## config.mk

```make
export PLATFORM = sky130hd
export DESIGN_NAME = graph_depth_first_walk_flat
export DESIGN_NICKNAME = d
export VERILOG_FILES = /design/src/hw/rtl/gfw_pkg.sv /design/src/hw/rtl/gfw_ifs.sv /design/src/hw/rtl/gfw_ram.sv /design/src/hw/rtl/gfw_ctrl.sv /design/src/hw/rtl/gfw_dp.sv /design/src/hw/rtl/graph_depth_first_walk.sv /design/src/flat_wrapper.sv
export VERILOG_INCLUDE_DIRS = /design/src /design/src/hw/rtl
export SDC_FILE = /design/constraint.sdc
export NUM_CORES = 1
export LEC_CHECK = 0
export BUFFER_PORTS_ARGS = -buffer_cell sky130_fd_sc_hd__buf_2
export CAP_MARGIN = 30
export CORE_ASPECT_RATIO = 1.25
export CORE_UTILIZATION = 46
export CTS_CLUSTER_SIZE = 28
export DETAILED_ROUTE_END_ITERATION = 8
export PLACE_DENSITY_LB_ADDON = 0.12
export SYNTH_ARGS = -nofsm -noshare
export SYNTH_HDL_FRONTEND = slang
export SYNTH_SLANG_ARGS = --single-unit
```

## constraint.sdc

```tcl
create_clock -name clk -period 4.52 [get_ports clk]
set_input_delay 0.678 -clock clk [delete_from_list [all_inputs] [get_ports clk]]
set_output_delay 0.678 -clock clk [all_outputs]
set_load 0.05 [all_outputs]
```

## src/hw/rtl/assert_macros.svh

```systemverilog
// assertion macros for the rtl top level
`ifndef ASSERT_MACROS_SVH
`define ASSERT_MACROS_SVH
`ifndef NO_ASSERTIONS
`define ASSERT_IMPL(label, ante, cons) \
  label: assert property (@(posedge clk) disable iff (rst) (ante) |-> (cons)) \
    else $error("same-cycle implication failed");
`define ASSERT_NEXT(label, ante, cons) \
  label: assert property (@(posedge clk) disable iff (rst) (ante) |=> (cons)) \
    else $error("next-cycle implication failed");
`else
`define ASSERT_IMPL(label, ante, cons)
`define ASSERT_NEXT(label, ante, cons)
`endif
`endif

```

## src/hw/rtl/gfw_pkg.sv

```systemverilog
// shared constants, types and helpers of the depth-first walk block
`timescale 1ns / 1ps
package gfw_pkg;
  localparam int MAX_VERTICES = 16;
  localparam int MAX_EDGES    = 64;
  localparam int VERT_W       = 4;
  localparam int VERT_N       = 2 ** VERT_W;
  localparam int EDGE_AW      = (MAX_EDGES > 1) ? $clog2(MAX_EDGES) : 1;
  localparam int PTR_W        = $clog2(MAX_EDGES + 1);
  localparam logic [PTR_W-1:0] NIL_EDGE = PTR_W'(MAX_EDGES);

  typedef logic [VERT_W-1:0]  vertex_t;
  typedef logic [PTR_W-1:0]   edge_ptr_t;
  typedef logic [EDGE_AW-1:0] edge_addr_t;

  typedef enum logic [2:0] {
    S_IDLE,
    S_LINK,
    S_START,
    S_FETCH,
    S_CHECK,
    S_EMIT,
    S_FINAL,
    S_CLEAR
  } state_t;

  typedef struct packed {
    logic accept;
    logic link;
    logic start;
    logic pop;
    logic fetch;
    logic check;
    logic emit;
    logic emit_last;
    logic clear;
  } cmd_t;

  typedef struct packed {
    logic last;
    logic start_ok;
    logic cursor_nil;
    logic stack_empty;
    logic found;
    logic out_free;
  } status_t;

  function automatic logic in_range(vertex_t v);
    return int'(v) < MAX_VERTICES;
  endfunction
endpackage

```

## src/hw/rtl/gfw_ifs.sv

```systemverilog
// valid/ready channel interfaces for edges in and visited vertices out
`timescale 1ns / 1ps
interface gfw_edge_if;
  logic              valid;
  logic              ready;
  gfw_pkg::vertex_t  from_vertex;
  gfw_pkg::vertex_t  to_vertex;
  logic              last_edge;

  modport source (output valid, output from_vertex, output to_vertex, output last_edge,
                  input ready);
  modport sink (input valid, input from_vertex, input to_vertex, input last_edge,
                output ready);
endinterface

interface gfw_vert_if;
  logic              valid;
  logic              ready;
  gfw_pkg::vertex_t  visited_vertex;
  logic              last_vertex;
  logic              edges_dropped;

  modport source (output valid, output visited_vertex, output last_vertex,
                  output edges_dropped, input ready);
  modport sink (input valid, input visited_vertex, input last_vertex,
                input edges_dropped, output ready);
endinterface

```

## src/hw/rtl/gfw_ram.sv

```systemverilog
// generic single-write, single-read ram with registered read data
`timescale 1ns / 1ps
module gfw_ram #(
  parameter int WIDTH = 8,
  parameter int DEPTH = 64
) (
  input  logic                              clk,
  input  logic                              we,
  input  logic [((DEPTH > 1) ? $clog2(DEPTH) : 1)-1:0] waddr,
  input  logic [WIDTH-1:0]                  wdata,
  input  logic                              re,
  input  logic [((DEPTH > 1) ? $clog2(DEPTH) : 1)-1:0] raddr,
  output logic [WIDTH-1:0]                  rdata
);
  logic [WIDTH-1:0] mem [DEPTH];

  always_ff @(posedge clk) begin
    if (we) begin
      mem[waddr] <= wdata;
    end
    if (re) begin
      rdata <= mem[raddr];
    end
  end
endmodule

```

## src/hw/rtl/gfw_ctrl.sv

```systemverilog
// controller state machine: edge loading, walk sequencing and cleanup
`timescale 1ns / 1ps
module gfw_ctrl (
  input  logic              clk,
  input  logic              rst,
  input  logic              in_valid,
  input  gfw_pkg::status_t  st,
  output logic              in_ready,
  output gfw_pkg::cmd_t     cmd
);
  gfw_pkg::state_t state, state_next;

  always_ff @(posedge clk) begin
    if (rst) begin
      state <= gfw_pkg::S_IDLE;
    end else begin
      state <= state_next;
    end
  end

  always_comb begin
    state_next = state;
    cmd        = '0;
    in_ready   = 1'b0;
    unique case (state)
      gfw_pkg::S_IDLE: begin
        in_ready = 1'b1;
        if (in_valid) begin
          cmd.accept = 1'b1;
          state_next = gfw_pkg::S_LINK;
        end
      end
      gfw_pkg::S_LINK: begin
        cmd.link   = 1'b1;
        state_next = st.last ? gfw_pkg::S_START : gfw_pkg::S_IDLE;
      end
      gfw_pkg::S_START: begin
        if (st.start_ok) begin
          cmd.start  = 1'b1;
          state_next = gfw_pkg::S_FETCH;
        end else begin
          state_next = gfw_pkg::S_CLEAR;
        end
      end
      gfw_pkg::S_FETCH: begin
        // list of the top frame exhausted: pop it, or finish on the last frame
        if (st.cursor_nil) begin
          if (st.stack_empty) begin
            state_next = gfw_pkg::S_FINAL;
          end else begin
            cmd.pop = 1'b1;
          end
        end else begin
          cmd.fetch  = 1'b1;
          state_next = gfw_pkg::S_CHECK;
        end
      end
      gfw_pkg::S_CHECK: begin
        cmd.check  = 1'b1;
        state_next = st.found ? gfw_pkg::S_EMIT : gfw_pkg::S_FETCH;
      end
      gfw_pkg::S_EMIT: begin
        if (st.out_free) begin
          cmd.emit   = 1'b1;
          state_next = gfw_pkg::S_FETCH;
        end
      end
      gfw_pkg::S_FINAL: begin
        if (st.out_free) begin
          cmd.emit_last = 1'b1;
          state_next    = gfw_pkg::S_CLEAR;
        end
      end
      gfw_pkg::S_CLEAR: begin
        cmd.clear  = 1'b1;
        state_next = gfw_pkg::S_IDLE;
      end
      default: begin
        state_next = gfw_pkg::S_IDLE;
      end
    endcase
  end
endmodule

```

## src/hw/rtl/gfw_dp.sv

```systemverilog
// datapath: adjacency store, visited marks, walk stack and output register
`timescale 1ns / 1ps
module gfw_dp (
  input  logic              clk,
  input  logic              rst,
  input  logic              cfg_wr_en,
  input  gfw_pkg::vertex_t  cfg_wr_data,
  input  gfw_pkg::cmd_t     cmd,
  output gfw_pkg::status_t  st,
  input  gfw_pkg::vertex_t  from_vertex,
  input  gfw_pkg::vertex_t  to_vertex,
  input  logic              last_edge,
  input  logic              out_ready,
  output logic              out_valid,
  output gfw_pkg::vertex_t  visited_vertex,
  output logic              last_vertex,
  output logic              edges_dropped
);
  gfw_pkg::vertex_t    start_vertex;
  logic [gfw_pkg::VERT_N-1:0] used;
  logic [gfw_pkg::VERT_N-1:0] visited;
  gfw_pkg::edge_addr_t list_first [gfw_pkg::VERT_N];
  gfw_pkg::edge_addr_t list_tail  [gfw_pkg::VERT_N];
  gfw_pkg::edge_ptr_t  walk_stack [gfw_pkg::VERT_N];
  gfw_pkg::edge_ptr_t  count;
  logic                overflow;
  logic                link_pend;
  gfw_pkg::edge_addr_t link_addr;
  gfw_pkg::edge_ptr_t  link_val;
  logic                last_r;
  gfw_pkg::edge_ptr_t  cursor;
  gfw_pkg::vertex_t    depth;
  gfw_pkg::vertex_t    pending;
  gfw_pkg::vertex_t    found_v;

  gfw_pkg::vertex_t    tgt_rdata;
  gfw_pkg::edge_ptr_t  nxt_rdata;
  logic                edge_ok;
  logic                found;
  gfw_pkg::vertex_t    first_addr;
  gfw_pkg::edge_ptr_t  first_ptr;
  logic                nxt_we;
  gfw_pkg::edge_addr_t nxt_waddr;
  gfw_pkg::edge_ptr_t  nxt_wdata;

  assign edge_ok = gfw_pkg::in_range(from_vertex) && gfw_pkg::in_range(to_vertex) &&
                   (count < gfw_pkg::NIL_EDGE);
  assign found   = gfw_pkg::in_range(tgt_rdata) && !visited[tgt_rdata];

  // head of a vertex's list, for the start vertex or a newly found one
  assign first_addr = cmd.start ? start_vertex : tgt_rdata;
  assign first_ptr  = used[first_addr] ? gfw_pkg::PTR_W'(list_first[first_addr])
                                       : gfw_pkg::NIL_EDGE;

  // new edge ends its list; the second write links the old tail to it
  assign nxt_we    = (cmd.accept && edge_ok) || (cmd.link && link_pend);
  assign nxt_waddr = cmd.accept ? count[gfw_pkg::EDGE_AW-1:0] : link_addr;
  assign nxt_wdata = cmd.accept ? gfw_pkg::NIL_EDGE : link_val;

  gfw_ram #(.WIDTH(gfw_pkg::VERT_W), .DEPTH(gfw_pkg::MAX_EDGES)) u_target_ram (
    .clk   (clk),
    .we    (cmd.accept && edge_ok),
    .waddr (count[gfw_pkg::EDGE_AW-1:0]),
    .wdata (to_vertex),
    .re    (cmd.fetch),
    .raddr (cursor[gfw_pkg::EDGE_AW-1:0]),
    .rdata (tgt_rdata)
  );

  gfw_ram #(.WIDTH(gfw_pkg::PTR_W), .DEPTH(gfw_pkg::MAX_EDGES)) u_next_ram (
    .clk   (clk),
    .we    (nxt_we),
    .waddr (nxt_waddr),
    .wdata (nxt_wdata),
    .re    (cmd.fetch),
    .raddr (cursor[gfw_pkg::EDGE_AW-1:0]),
    .rdata (nxt_rdata)
  );

  always_comb begin
    st             = '0;
    st.last        = last_r;
    st.start_ok    = gfw_pkg::in_range(start_vertex);
    st.cursor_nil  = (cursor == gfw_pkg::NIL_EDGE);
    st.stack_empty = (depth == '0);
    st.found       = found;
    st.out_free    = !out_valid || out_ready;
  end

  always_ff @(posedge clk) begin
    if (rst) begin
      start_vertex <= gfw_pkg::VERT_W'(1);
      used         <= '0;
      visited      <= '0;
      count        <= '0;
      overflow     <= 1'b0;
      out_valid    <= 1'b0;
    end else begin
      if (cfg_wr_en) begin
        start_vertex <= cfg_wr_data;
      end
      if (cmd.accept) begin
        last_r    <= last_edge;
        link_pend <= 1'b0;
        if (edge_ok) begin
          list_tail[from_vertex] <= count[gfw_pkg::EDGE_AW-1:0];
          count                  <= count + gfw_pkg::PTR_W'(1);
          if (used[from_vertex]) begin
            link_pend <= 1'b1;
            link_addr <= list_tail[from_vertex];
            link_val  <= count;
          end else begin
            used[from_vertex]       <= 1'b1;
            list_first[from_vertex] <= count[gfw_pkg::EDGE_AW-1:0];
          end
        end else begin
          overflow <= 1'b1;
        end
      end
      if (cmd.start) begin
        visited[start_vertex] <= 1'b1;
        pending               <= start_vertex;
        cursor                <= first_ptr;
        depth                 <= '0;
      end
      if (cmd.pop) begin
        cursor <= walk_stack[depth - gfw_pkg::VERT_W'(1)];
        depth  <= depth - gfw_pkg::VERT_W'(1);
      end
      if (cmd.check) begin
        cursor <= nxt_rdata;
        if (found) begin
          // save the advanced cursor and descend into the new vertex
          visited[tgt_rdata] <= 1'b1;
          found_v            <= tgt_rdata;
          walk_stack[depth]  <= nxt_rdata;
          depth              <= depth + gfw_pkg::VERT_W'(1);
          cursor             <= first_ptr;
        end
      end
      if (out_valid && out_ready) begin
        out_valid <= 1'b0;
      end
      // a visited vertex is held back until it is known whether it is the last
      if (cmd.emit || cmd.emit_last) begin
        out_valid      <= 1'b1;
        visited_vertex <= pending;
        last_vertex    <= cmd.emit_last;
        edges_dropped  <= overflow;
        if (cmd.emit) begin
          pending <= found_v;
        end
      end
      if (cmd.clear) begin
        used     <= '0;
        visited  <= '0;
        count    <= '0;
        overflow <= 1'b0;
      end
    end
  end
endmodule

```

## src/hw/rtl/graph_depth_first_walk.sv

```systemverilog
// top level: depth-first walk over a directed graph loaded edge by edge
//
//   channel    dir  payload                                      item
//   edge_in    in   from_vertex, to_vertex, last_edge            one directed edge
//   vert_out   out  visited_vertex, last_vertex, edges_dropped   one visited vertex
//   cfg_wr_*   in   start_vertex                                 register write
//
// each edge is stored in S_IDLE, then S_LINK does the link write into the
// old tail of its source list (single write port of the next-edge ram)
// the walk does a fetch (ram read) and a check per edge examined, an emit per
// newly found vertex and a pop per popped frame, plus start, final and clear
// a stall on vert_out holds the walk at the next emit; no edge is taken meanwhile
// reset is synchronous and needs no clearing pass; start_vertex resets to 1
`timescale 1ns / 1ps
`include "assert_macros.svh"
module graph_depth_first_walk (
  input  logic              clk,
  input  logic              rst,
  input  logic              cfg_wr_en,
  input  gfw_pkg::vertex_t  cfg_wr_data,
  gfw_edge_if.sink          edge_in,
  gfw_vert_if.source        vert_out
);
  gfw_pkg::cmd_t    cmd;
  gfw_pkg::status_t st;
  logic             in_ready;

  assign edge_in.ready = in_ready;

  gfw_ctrl u_ctrl (
    .clk      (clk),
    .rst      (rst),
    .in_valid (edge_in.valid),
    .st       (st),
    .in_ready (in_ready),
    .cmd      (cmd)
  );

  gfw_dp u_dp (
    .clk            (clk),
    .rst            (rst),
    .cfg_wr_en      (cfg_wr_en),
    .cfg_wr_data    (cfg_wr_data),
    .cmd            (cmd),
    .st             (st),
    .from_vertex    (edge_in.from_vertex),
    .to_vertex      (edge_in.to_vertex),
    .last_edge      (edge_in.last_edge),
    .out_ready      (vert_out.ready),
    .out_valid      (vert_out.valid),
    .visited_vertex (vert_out.visited_vertex),
    .last_vertex    (vert_out.last_vertex),
    .edges_dropped  (vert_out.edges_dropped)
  );

  // an accepted edge is always followed by its link cycle
  `ASSERT_NEXT(a_link_after_accept, edge_in.valid && edge_in.ready, !edge_in.ready)
  // the controller only emits into a free output register
  `ASSERT_IMPL(a_emit_has_room, cmd.emit || cmd.emit_last, !vert_out.valid || vert_out.ready)
  // the closing emit shows up as a marked final vertex
  `ASSERT_NEXT(a_final_marked, cmd.emit_last, vert_out.valid && vert_out.last_vertex)
  // no edge is taken while the walk runs
  `ASSERT_IMPL(a_no_accept_in_walk, cmd.check || cmd.emit || cmd.pop, !edge_in.ready)
endmodule

```

## src/flat_wrapper.sv

```systemverilog
// flat-port wrapper written by rule: the top's interface ports become plain ports
module graph_depth_first_walk_flat 
  (clk, rst, cfg_wr_en, cfg_wr_data, edge_in_valid, edge_in_from_vertex, edge_in_to_vertex, edge_in_last_edge, edge_in_ready, vert_out_valid, vert_out_visited_vertex, vert_out_last_vertex, vert_out_edges_dropped, vert_out_ready);
  gfw_edge_if edge_in_i ();
  gfw_vert_if vert_out_i ();
  input  logic clk;
  input  logic rst;
  input  logic cfg_wr_en;
  input  gfw_pkg::vertex_t cfg_wr_data;
  input wire logic [$bits(edge_in_i.valid)-1:0] edge_in_valid;
  input wire logic [$bits(edge_in_i.from_vertex)-1:0] edge_in_from_vertex;
  input wire logic [$bits(edge_in_i.to_vertex)-1:0] edge_in_to_vertex;
  input wire logic [$bits(edge_in_i.last_edge)-1:0] edge_in_last_edge;
  output wire logic [$bits(edge_in_i.ready)-1:0] edge_in_ready;
  output wire logic [$bits(vert_out_i.valid)-1:0] vert_out_valid;
  output wire logic [$bits(vert_out_i.visited_vertex)-1:0] vert_out_visited_vertex;
  output wire logic [$bits(vert_out_i.last_vertex)-1:0] vert_out_last_vertex;
  output wire logic [$bits(vert_out_i.edges_dropped)-1:0] vert_out_edges_dropped;
  input wire logic [$bits(vert_out_i.ready)-1:0] vert_out_ready;
  assign edge_in_i.valid = edge_in_valid;
  assign edge_in_i.from_vertex = edge_in_from_vertex;
  assign edge_in_i.to_vertex = edge_in_to_vertex;
  assign edge_in_i.last_edge = edge_in_last_edge;
  assign edge_in_ready = edge_in_i.ready;
  assign vert_out_valid = vert_out_i.valid;
  assign vert_out_visited_vertex = vert_out_i.visited_vertex;
  assign vert_out_last_vertex = vert_out_i.last_vertex;
  assign vert_out_edges_dropped = vert_out_i.edges_dropped;
  assign vert_out_i.ready = vert_out_ready;
  graph_depth_first_walk u_core (.clk(clk), .rst(rst), .cfg_wr_en(cfg_wr_en), .cfg_wr_data(cfg_wr_data), .edge_in(edge_in_i), .vert_out(vert_out_i));
endmodule
```

======== After elaboration in Yosys (flattened, before gate mapping) ========
Memories as Yosys holds them, arrays and structs flattened. A register that Yosys moved wholly into a read port is not among the register bits.
Index checks and enable logic that the tools add are counted.
storage, ports and cells
  memory bits (read-only) ................. 0
  memories kept ........................... 5
  bits in writable memories ............... 1,008
  output and inout bits ................... 8
  flip-flop bits (word level) ............. 82
  bits in latches ......................... 0
memories
  memory                        depth  bits a word  rd ports  clocked after Yosys merged registers in  write ports  line           text
  u_core.u_dp.u_next_ram.mem    64     7            1         1                                        1            gfw_ram.sv:15  logic [WIDTH-1:0] mem [DEPTH];
  u_core.u_dp.u_target_ram.mem  64     4            1         1                                        1            gfw_ram.sv:15
  u_core.u_dp.walk_stack        16     7            1         0                                        1            gfw_dp.sv:24   gfw_pkg::edge_ptr_t walk_stack [gfw_pkg::VERT_N];
  u_core.u_dp.list_first        16     6            1         0                                        1            gfw_dp.sv:22   gfw_pkg::edge_addr_t list_first [gfw_pkg::VERT_N];
  u_core.u_dp.list_tail         16     6            1         1                                        1            gfw_dp.sv:23   gfw_pkg::edge_addr_t list_tail [gfw_pkg::VERT_N];
cells by class
  muxes and demuxes ....................... 73
  add/subtract/negate cells ............... 3
  magnitude comparators ................... 8
  reductions and logical operators ........ 24
  $mul .................................... 0
  divide/modulo/power cells ............... 0
  shift-type cells ........................ 0
  equality and inequality tests ........... 12
  bitwise operators ....................... 7
operators by type and width
  operator                                                                       count
  16-bit 2-to-1 mux                                                              4
  16-bit bitwise OR                                                              3
  7-bit 2-to-1 mux                                                               6
  1-bit 2-to-1 mux                                                               39
  4-bit 2-to-1 mux                                                               8
  3-bit one-hot mux with 8 select lines                                          1
  4-bit by 5-bit less-than comparator with 1-bit output (second input constant)  4
  3-bit 2-to-1 mux                                                               6
  1-bit binary-select mux with 4-bit select                                      3
  1-bit demux with 4-bit select                                                  3
  3-bit == test (second input constant)                                          4
  4-bit by 1-bit >= comparator with 1-bit output (second input constant)         3
  2-bit AND reduction                                                            5
  4-bit AND reduction                                                            2
  7-bit by 1-bit adder with 7-bit output (second input constant)                 1
  7-bit == test (second input constant)                                          1
  7-bit less-than comparator (second input constant)                             1
  3-bit by 2-bit == test with 1-bit output (second input constant)               2
  1-bit logical AND                                                              6
  6-bit 2-to-1 mux                                                               1
  3-bit AND reduction                                                            2
  4-bit by 1-bit adder with 4-bit output (second input constant)                 1
  4-bit zero test                                                                1
  2-bit 2-to-1 mux                                                               2
  12 further kinds                                                               18

======== Longest topological paths before layout ========
  depth after elaboration ................. 10
  depth in mapped cells ................... 12

======== By module ========
Synthesis repeated with hierarchy kept, for this count alone.
unflattened totals
  cells, all modules ...................... 2,360
  area, all modules ....................... 44,357.5 um2
modules (own cells, without submodules)
  module                              cells each  instances  seq. area each (um2)  area an instance (um2)
  gfw_ram (u_core.u_dp.u_next_ram)    827         1          13,663.1              17,705.7
  gfw_dp                              970         1          11,230.8              15,911.5
  gfw_ram (u_core.u_dp.u_target_ram)  521         1          7,807.5               10,447.5
  gfw_ctrl                            42          1          60.1                  292.8

======== Worst setup path after synthesis ========
Ideal clock, no wire load.
  path kind ............................... reg-to-reg
  from .................................... reg u_core.u_ctrl.state[2]
  to ...................................... mem u_core.u_dp.list_first[10][0] (netlist bit) (enable)
  path buffers ............................ 2
  arrival time ............................ 3.506 ns
  data required time ...................... 4.134 ns
  stages on the path, launching flop included .. 8
  slack ................................... 0.628 ns
  cell sequence ........................... dfxtp_1 -> clkbuf_1 -> nor3_1 -> nand2_1 -> nor2_1 -> nand2b_1 -> buf_1 -> nor4_1
on the way
  cells in the longest elaborated chain, start to end .. 5
RTL lines
  item                                    line            text
  from (decl)                             gfw_ctrl.sv:11  gfw_pkg::state_t state, state_next;
  from (signal assigned)                  gfw_ctrl.sv:15  state <= gfw_pkg::S_IDLE;
  from (signal assigned)                  gfw_ctrl.sv:17  state <= state_next;
  3-bit zero test                         gfw_ctrl.sv:25  unique case (state)
  1-bit 2-to-1 mux                        gfw_ctrl.sv:25
  1-bit 2-to-1 mux                        gfw_dp.sv:102   if (cmd.accept) begin
  1-bit 2-to-1 mux                        gfw_dp.sv:91    if (rst) begin
  1-bit 2-to-1 mux (implied by the code)  gfw_dp.sv:114   list_first[from_vertex] <= count[gfw_pkg::EDGE_AW-1:0];
  to (decl)                               gfw_dp.sv:22
No other way between the ends.

======== Worst setup path in the final report ========
  from .................................... reg u_core.u_ctrl.state[0]
  to ...................................... mem u_core.u_dp.u_next_ram.mem[49][5] (netlist bit) (enable)
on the way
  cells in the longest elaborated chain, start to end .. 6
  elaborated cells between the ends (all ways) .. 10
  classes of those cells .................. eq/ne (1); mux (5); reduce/logical (4)
RTL lines
  item                                                                         line            text
  3-bit by 1-bit == test with 1-bit output or 3-bit zero test (tied branches)  gfw_ctrl.sv:25
  1-bit 2-to-1 mux                                                             gfw_ctrl.sv:25
  1-bit logical AND                                                            gfw_dp.sv:56    assign nxt_we = (cmd.accept && edge_ok) || (cmd.link && link_pend);
  1-bit logical OR                                                             gfw_dp.sv:56
  1-bit 2-to-1 mux                                                             gfw_ram.sv:18   if (we) begin
  1-bit 2-to-1 mux (implied by the code)                                       gfw_ram.sv:19   mem[waddr] <= wdata;
  to (decl)                                                                    gfw_ram.sv:15
Several ways; a longest one is shown, not always the timed one.

==> results.toml <==
[clock_tree]
tritoncts = "yes"
cts-resized-gates = 0
clk_path_buf_depth = 3
num_cts_buffers = 104
cts.root.buffer_cell = "sky130_fd_sc_hd__clkbuf_16"
path_clk_slew_ns = 0.07
clock_sinks = 1107
worst_skew_pair.late_latency_ns = 0.68
hold_buffers = 0
cts_setup_buffers = 0
htree_num_levels = 3

[synth]
ys_warn_count = 0
net_count_after_synthesis = 2292
yosysUniqueCellTypes = 62
synthArstFlopShare_pct = 0
ys_seq_elements = 1107
netlist_area_sq_mm = 0.0442
ys_seq_area_share_pct = 74.1
syn-instance-count = 2269
synth-main-ff-cell = "sky130_fd_sc_hd__edfxtp_1"
post_syn_area_per_cell_sq_um = 19.5
number_of_synthesized_flops_with_an_enable_pin = 1059

[timing]
timing.hold.ws_ns = 0.186
final_max_slew_viol_count = 0
worst-slew-pin-transition_ns = 0.958
finalHoldViolations = 0
final.min_clock_period_ns = 3.71
setup_violations = 0
setup_total_negative_slack_ns = 0
grt_setup_unrepaired = "no"
highest_attainable_clock_frequency_mhz = 270
maxSlewHeadroom_pct = 36.0
skew_ns = 0.0269
finalCritPeriodShare_pct = 82.0

[drt]
first_pass_iters = 6
drc = 0
detailedRoute.firstIterationViolations = 2085
finalWirelength_um = 104000
detailroute.via_count = 22100
post_drt_via_cell_ratio = 5.95
wl_per_cell_um = 27.9
ant_nets = 0

[floorplan]
floorplan.core_area_sq_mm = 0.0949
placement_rows = 126
initial_utilization_pct = 46.6
chipWidth_um = 279
die_area_sq_mm = 0.0974
ioPinCount = 26
die_height_um = 349

[setup_path]
critical_path.startpoint_type = "flip-flop"
setup.worst_path.end_class = "flip-flop"
crit_top_cell = "sky130_fd_sc_hd__nor2_1"
critical_path.cell_chain = "nand2b_1 -> nor3b_1 -> nor2_1 -> nor2_1 -> nand2_1 -> nor2_1"
worstPathMaxFanout = 19
cp.required_ns = 4.81
criticalPathCategory = "reg -> reg"
critical_path.max_stage_delay_ns = 0.81
cpLargestDelayFamily = "simple AND/OR/NAND/NOR gates"
critical_path_arrival_ns = 4.00
critical_path.slowest_cell = "sky130_fd_sc_hd__nor2_1"
cp.buffers_inverters = 0

[global_route]
number_of_antenna_violations_at_the_first_check_in_global_routing = 1
largest_net_degree_at_the_start_of_global_routing = 65
via_count_of_the_first_global_routing_pass = 22900
grt_first_pass_wirelength_um = 155000
globalRoute.totalOverflow = 0
grt_use_total_pct = 21.7

[placement]
dp_hpwl_um = 67900
post_dp_cell_area_sq_mm = 0.0462
dp.cells = 3522
place_congestion = 0.901
placement.io_buffers = 25

[layout]
final_layout_size_suffix_gt1_share_pct = 24.6
num-nets-final = 2371
final.fill_count = 7490
finalInstanceArea_sq_mm = 0.0497
mostFrequentLayoutCells = "sky130_fd_sc_hd__edfxtp_1 (1059), sky130_fd_sc_hd__mux4_2 (305), sky130_fd_sc_hd__nor2_1 (231)"
final_cell_count_no_fill = 3717
final_common_cell = "sky130_fd_sc_hd__edfxtp_1"
n_antenna_cell = 0
area_growth_syn_to_layout_pct = 12.3

[pwr]
vdd_drop_max_v = 0.000354
power_leakage_nw = 15.7
powerDensity_mw_per_mm2 = 426
finalPower_mw = 21.2

[run_status]
status = "completed"

[flow_run]
max_cap_viol = 0

[min_path]
worst_hold_path_type = "in -> reg"
power by group:
group          internal (mW)  switching (mW)
clock network           5.07            3.72
logic                  0.426           0.654
registers               11.2          0.0535
total                   16.7            4.43
logic make-up after synthesis:
kind of cell / Yosys count / share of synthesized area [%]
flip-flops: 1107 / 74.1
AND/OR/NAND/NOR: 497 / 5.07
multiplexers: 333 / 16.3
AO/OA/AOI/OAI: 176 / 2.97
buffers and inverters: 144 / 1.33
XOR/XNOR: 7 / 0.139
adder cells (fa/ha/maj): 5 / 0.141
cell usage after synthesis (all sizes together), types with 3 or more instances:
cell type	number	area, sq um
edfxtp	1059	31800
mux4	305	6870
nor2	231	867
nand2	112	420
clkbuf	86	323
buf	49	233
dfxtp	48	961
nand3	36	180
a21oi	31	163
a311oi	29	254
a221oi	25	219
nor3	25	125
and2	24	150
o211ai	24	180
mux2i	19	219
nor2b	18	113
nand2b	16	100
a31oi	13	81.3
o21ai	13	68.8
a22oi	12	90.1
nor4	10	62.6
inv	9	33.8
mux2	9	101
a211oi	6	45.0
a2111o	5	56.3
ha	5	62.6
nand3b	5	37.5
or4b	5	50.1
xor2	5	43.8
nor3b	3	33.8
o31ai	3	22.5
or2	3	18.8
or3	3	18.8
routing by layer:
metal | GRT usage, % | part of all wire [%]
met5 | 0 | 0
met4 | 6.51 | 2.5
met3 | 2.82 | 5.1
met2 | 38.1 | 52
met1 | 28.3 | 40
path summary, 6_finish.rpt:
path	startpoint	endpoint	slack, ns	cells after the start
max	u_core.u_ctrl.state[0]	u_core.u_dp.u_next_ram.mem[49][5]	0.81	6
max reg2reg	u_core.u_ctrl.state[0]	u_core.u_dp.u_next_ram.mem[49][5]	0.81	6
min reg2reg	u_core.u_dp.overflow	u_core.u_dp.edges_dropped	0.46	0
min	edge_in_last_edge	u_core.u_dp.last_r	0.19	1
worst reg2reg max path: stages (launching register included):
cell                       delay (ns)
sky130_fd_sc_hd__dfxtp_1         0.78
sky130_fd_sc_hd__nand2b_1        0.23
sky130_fd_sc_hd__nor3b_1         0.53
sky130_fd_sc_hd__nor2_1          0.13
sky130_fd_sc_hd__nor2_1          0.29
sky130_fd_sc_hd__nand2_1         0.55
sky130_fd_sc_hd__nor2_1          0.82
cell type report:
| type | instances | area, sq um | area share (%) |
|---|---|---|---|
| timing repair buffer | 108 | 933 | 1.88 |
| tap | 1280 | 1600 | 3.23 |
| clock buffer | 124 | 2740 | 5.52 |
| clock inverter | 71 | 692 | 1.39 |
| multi-input combinational | 1018 | 10900 | 21.9 |
| inverter | 9 | 33.8 | 0.0680 |
| sequential | 1107 | 32800 | 66.0 |
through the flow:
| stage | util [%] | setup WS (ns) |
|---|---|---|
| finish | 52.3 | 0.813 |
| global route | 52.3 | 0.637 |
| CTS | 52.3 | 0.805 |
| detailed placement | 48.7 | 0.820 |
| global placement | 48.6 | 0.780 |
| floorplan | - | 0.628 |
state kept, by name, indices dropped and copies added (netlist names), 3 cells and up:
signal,cells
u_core.u_dp.cursor,7
u_core.u_dp.start_vertex,4
u_core.u_dp.list_tail,96
u_core.u_dp.link_val,7
u_core.u_ctrl.state,3
u_core.u_dp.found_v,4
u_core.u_dp.used,16
u_core.u_dp.walk_stack,112
u_core.u_dp.u_next_ram.rdata,7
u_core.u_dp.u_target_ram.rdata,4
u_core.u_dp.count,7
u_core.u_dp.u_target_ram.mem,256
u_core.u_dp.pending,4
u_core.u_dp.list_first,96
u_core.u_dp.visited_vertex,4
u_core.u_dp.visited,16
u_core.u_dp.link_addr,6
u_core.u_dp.u_next_ram.mem,448
u_core.u_dp.depth,4
Power figures use the tool's default switching activity.
